===== config.mk =====
export PLATFORM = sky130hd
export DESIGN_NAME = bbpe_store
export DESIGN_NICKNAME = d
export VERILOG_FILES = /design/src/rtl/bbpe_pkg.sv /design/src/rtl/bbpe_store.sv
export SDC_FILE = /design/constraint.sdc
export NUM_CORES = 2
export LEC_CHECK = 0
export BUFFER_PORTS_ARGS = -buffer_cell sky130_fd_sc_hd__buf_2
export CORE_AREA = 2 2 647 649
export CTS_CLUSTER_DIAMETER = 30
export DETAILED_ROUTE_END_ITERATION = 12
export DIE_AREA = 0 0 649 651
export PLACE_DENSITY = 0.35
export SLEW_MARGIN = 20
export SYNTH_ARGS = -nofsm -noshare
export SYNTH_HDL_FRONTEND = slang
export SYNTH_SLANG_ARGS = --single-unit

===== constraint.sdc =====
create_clock -name clk -period 8.8 [get_ports clk]
set_input_delay 0.44 -clock clk [delete_from_list [all_inputs] [get_ports clk]]
set_output_delay 0.44 -clock clk [all_outputs]
set_load 0.03 [all_outputs]

===== src/rtl/bbpe_pkg.sv =====
// types shared by the bicubic patch evaluator: request, result and pipeline control
// no dependencies
package bbpe_pkg;

  // widest parameter carried down the pipe, enough for one at the largest fraction width
  localparam int PARAM_W = 25;
  localparam int COORD_W = 32;
  localparam int IN_PARAM_W = 17;
  localparam int NUM_COORDS = 3;
  localparam int GRID_N = 4;

  typedef logic signed [COORD_W-1:0] coord_t;

  typedef enum logic [0:0] {
    OP_LOAD = 1'b0,
    OP_EVAL = 1'b1
  } op_t;

  typedef struct packed {
    op_t                   operation;
    logic [1:0]            row;
    logic [1:0]            column;
    coord_t                coord_x;
    coord_t                coord_y;
    coord_t                coord_z;
    logic [IN_PARAM_W-1:0] param_u;
    logic [IN_PARAM_W-1:0] param_v;
  } request_t;

  typedef struct packed {
    coord_t point_x;
    coord_t point_y;
    coord_t point_z;
  } result_t;

  typedef struct packed {
    logic               valid;
    logic [PARAM_W-1:0] t_u;
    logic [PARAM_W-1:0] t_v;
  } ctl_t;

endpackage


===== src/rtl/bbpe_store.sv =====
// control point grid, 4x4 points of x/y/z, cleared at reset, written by load requests
// depends on bbpe_pkg
module bbpe_store (
  input  logic               clk,
  input  logic               rst,
  input  logic               we,
  input  bbpe_pkg::request_t request,
  output bbpe_pkg::coord_t   grid [3*16]
);
  import bbpe_pkg::*;

  // grid index is coord*16 + row*4 + column, so each coord/row forms a group of four lanes
  coord_t pts [3*16];
  logic [3:0] idx;

  assign idx = {request.row, request.column};

  always_ff @(posedge clk) begin
    if (rst) begin
      for (int i = 0; i < 3*16; i++) begin
        pts[i] <= '0;
      end
    end else if (we) begin
      pts[{2'd0, idx}]  <= request.coord_x;
      pts[{2'd1, idx}]  <= request.coord_y;
      pts[{2'd2, idx}]  <= request.coord_z;
    end
  end

  always_comb begin
    for (int i = 0; i < 3*16; i++) begin
      grid[i] = pts[i];
    end
  end

endmodule


After elaboration in Yosys (flattened, before gate mapping)
Memory sizes are Yosys's and may differ from the RTL's.
Cells that the tools add are included.
Storage, ports and cells
  memories: 1
  output and inout port bits: 1536
  word-level logic and storage cells: 18
  memory bits (writable): 1536
  input bits: 138
  bits in registers: 0
Memory list
  pts: depth 48, width 32, rd ports 48, clocked after memory_dff 0, write ports 48, RTL line bbpe_store.sv:13  | coord_t pts [3*16];
Operators by class
  reduce and logical (&&, ||, !) cells: 3
  mux-type cells: 14
Operator list (count)
  2-to-1 mux 32 bit: 3
  OR reduction 32 bit: 3
  2-to-1 mux 6 bit: 3
  2-to-1 mux 1 bit: 8

Longest topological paths before layout
  depth in word-level cells: 5
  depth in mapped cells: 6
  mapped depth without buffers: 2

Least setup slack after synthesis
OpenSTA, ideal clock, no wires.
  path type: input-to-reg
  from: input rst
  to: memory pts[25][0] in the netlist's numbering (enable)
  path buffers: 3
  arrival: 5.868 ns
  library setup time: 0.571 ns
  required time: 8.229 ns
  cell stages on the path: 5
  setup slack: 2.361 ns
  path through: or4b_1 -> buf_2 -> buf_6 -> buf_6 -> o21bai_1
RTL lines
  start, declared: RTL line bbpe_store.sv:5  | input logic rst,
  end, declared: RTL line bbpe_store.sv:13

==> results.ini <==
[finish]
largest_reg_flops = 1536
drive_above_1_share_pct = 46.62
fin_area_mm2 = 0.08588
top_regs = pts (1536)
syn_to_final_growth_pct = 49.26
regMostFlops = pts
nets = 5547

[placement]
placed_cell_area_mm2 = 0.07214
place.gp.congestion = 0.7885
port_buffers = 1638
place.detailed.hpwl_um = 206000

[worst_setup_path]
required_ns = 9.29
critical_path.top_delay_family = buffers and inverters
critPathLaunchType = primary input
endpoint = pts[19][10]
cp_max_fo = 124
worstPathCellList = buf_2, nand4bb_4, buf_12, o21bai_4, buf_4, buf_4
cp.arrival_ns = 3.73
worst-path-buf-inv = 4
critPathMaxStageDelay_ns = 0.72
cp.depth = 6
worstSetupStartpoint = rst
worstSetupPathType = in2reg
cp_common_cell = buf_4
crit_path_end_kind = flop
critPathSlowestCell = nand4bb_4

[sta]
fin_crit_ns = 3.245
relSlewSlack_pct = 22.15
fin_crit_sh_pct = 36.87
whs_ns = 0.1297
hold_viol = 0
finalSetupViolCount = 0
setup_tns_ns = 0
grt_setup_unrepaired = no
max_freq_mhz = 308.2
worst_pin_slew_ns = 1.159
slew_viol_final = 0

[yosys]
synth_area_mm2 = 0.05754
ys.flop_type = edfxtp_1
synthArstFlopShare_pct = 0
syn_nets = 3771
yosysWarnings = 0
yosys-top-cells-count = edfxtp_1 (1536), nor3_1 (1316), clkbuf_1 (264), nor3_2 (220), buf_2 (125)
synth_cell_types = 15
synth_largest_area_cell = edfxtp_1
ys_seq_area_share_pct = 80.16
synth_area_leaders = edfxtp_1 (80%), nor3_1 (11%), nor3_2 (3.8%)
synthCells = 3633
synth_edf_count = 1536
synth_top_area_share_pct = 80.16
syn_area_per_cell_um2 = 15.84
synth.most_common_cell = edfxtp_1
ys_seq_elements = 1536

[clock_network]
cts.htree.levels = 5
clock_sinks = 1536
cts_tree = done
post_cts_buffers = 0
cts_max_path_buffers = 4
cts_root_buf = clkbuf_16
cts_buffers = 413
clkTransAtPathRegs_ns = 0.04

[detailed_routing]
drtIter0Drc = 3706
vias_per_cell = 3.725
dr_total_vias = 41940
drc = 0
drtPass1Iterations = 6
ant_nets = 0
drt-total-wl_um = 304000
wl_per_cell_um = 27.00

[grt]
grt_use_total_pct = 13.68
grt_max_degree = 127
grt_pass1_vias = 42660
antenna_found_initial = 33
grt_overflow = 0
grt_pass1_wl_um = 398800

[power]
ir_worst_vdd_uv = 189.2
cellPowerDensity_mw_per_mm2 = 300.1
p_leak_nw = 29.86

[hold_path]
hp-class = in2reg

[floorplan]
num_rows = 237
die-area_mm2 = 0.4225
start_util_pct = 13.85
fp.coreArea_mm2 = 0.4154
io_pins = 1674
chipWidth_um = 649
die_h_um = 651

[flow_run]
drv_cap = 0

[run_status]
outcome = completed

## metal layers
metal / GRT usage [%] / vias to the layer above / wire length, µm
li1: - / 17550 / -
met4: 5.313 / 12 / 11680
met3: 4.225 / 519 / 25010
met5: 0 / - / 62
met1: 15.29 / 21720 / 113300
met2: 24.18 / 2144 / 153900
## final cells by class
cell class              instances  area, µm²
diodes                         11      27.53
clock buffers                 487      10700
clock inverters               270       2994
fillers                     44760     329600
inverters                      96      360.3
multi-input cells            1560       9214
flip-flops and latches       1536      46120
well taps                    5497       6878
repair buffers               1802       9584
## metrics by stage
stage	std cells	total power, W	utilization (%)	worst slack, ns
after floorplan	3633	0.01008	-	2.361
after global placement	10490	0.01117	17.36	4.531
after detailed placement	10490	0.01117	17.36	4.529
after CTS	11250	0.02607	20.67	5.522
after global routing	11250	0.02650	20.67	5.430
final	11260	0.02577	20.67	5.555
## what timing repair did
| item | in CTS | in global routing |
|---|---|---|
| hold buffers | 2 | 0 |
| gates resized for setup | 0 | 0 |
| endpoints found under the hold margin | 7 | 0 |
## logic make-up (layout without fill, tap and decap cells)
family / Yosys count / after routing / synth area share, %
buf+inv: 537 / 2655 / 4.245
other cells: 0 / 11 / 0
simple gates: 1544 / 1544 / 15.38
compound gates: 16 / 16 / 0.2088
flops: 1536 / 1536 / 80.16
## worst min-delay path: stages
cell and delay (ns):
buf_2 0.14, nand2b_4 0.21, nor3_2 0.05
## how the worst min path moves through the flow
stage / from / to / slack [ns] / cells after the start
after detailed placement: pts[13][21] / grid[1109] / 0.91 / 1
final: request[133] / pts[40][26] / 0.13 / 3
after floorplan: request[98] / pts[0][0] / 0.80 / 2
after global placement: pts[28][12] / grid[620] / 0.92 / 1
after CTS: request[133] / pts[40][26] / 0.006 / 3
after global routing: request[133] / pts[40][26] / 0.05 / 3
## power breakdown
group	switching, W	total [W]	internal, W
combinational	0.00201	0.00239	0.000380
clock	0.00472	0.0148	0.0100
sequential	0.000117	0.00861	0.00850
total	0.00685	0.0258	0.0189
## cell usage in the layout (no fill, tap or decap), drive strengths merged, types with 11 or more instances in the layout
cell,netlist,layout
nor3,1536,1536
inv,96,100
edfxtp,1536,1536
clkinvlp,0,31
bufinv,0,50
clkbuf,264,487
o21bai,16,16
buf,177,1800
diode,0,11
clkinv,0,185
Power figures use the tool's default switching activity.
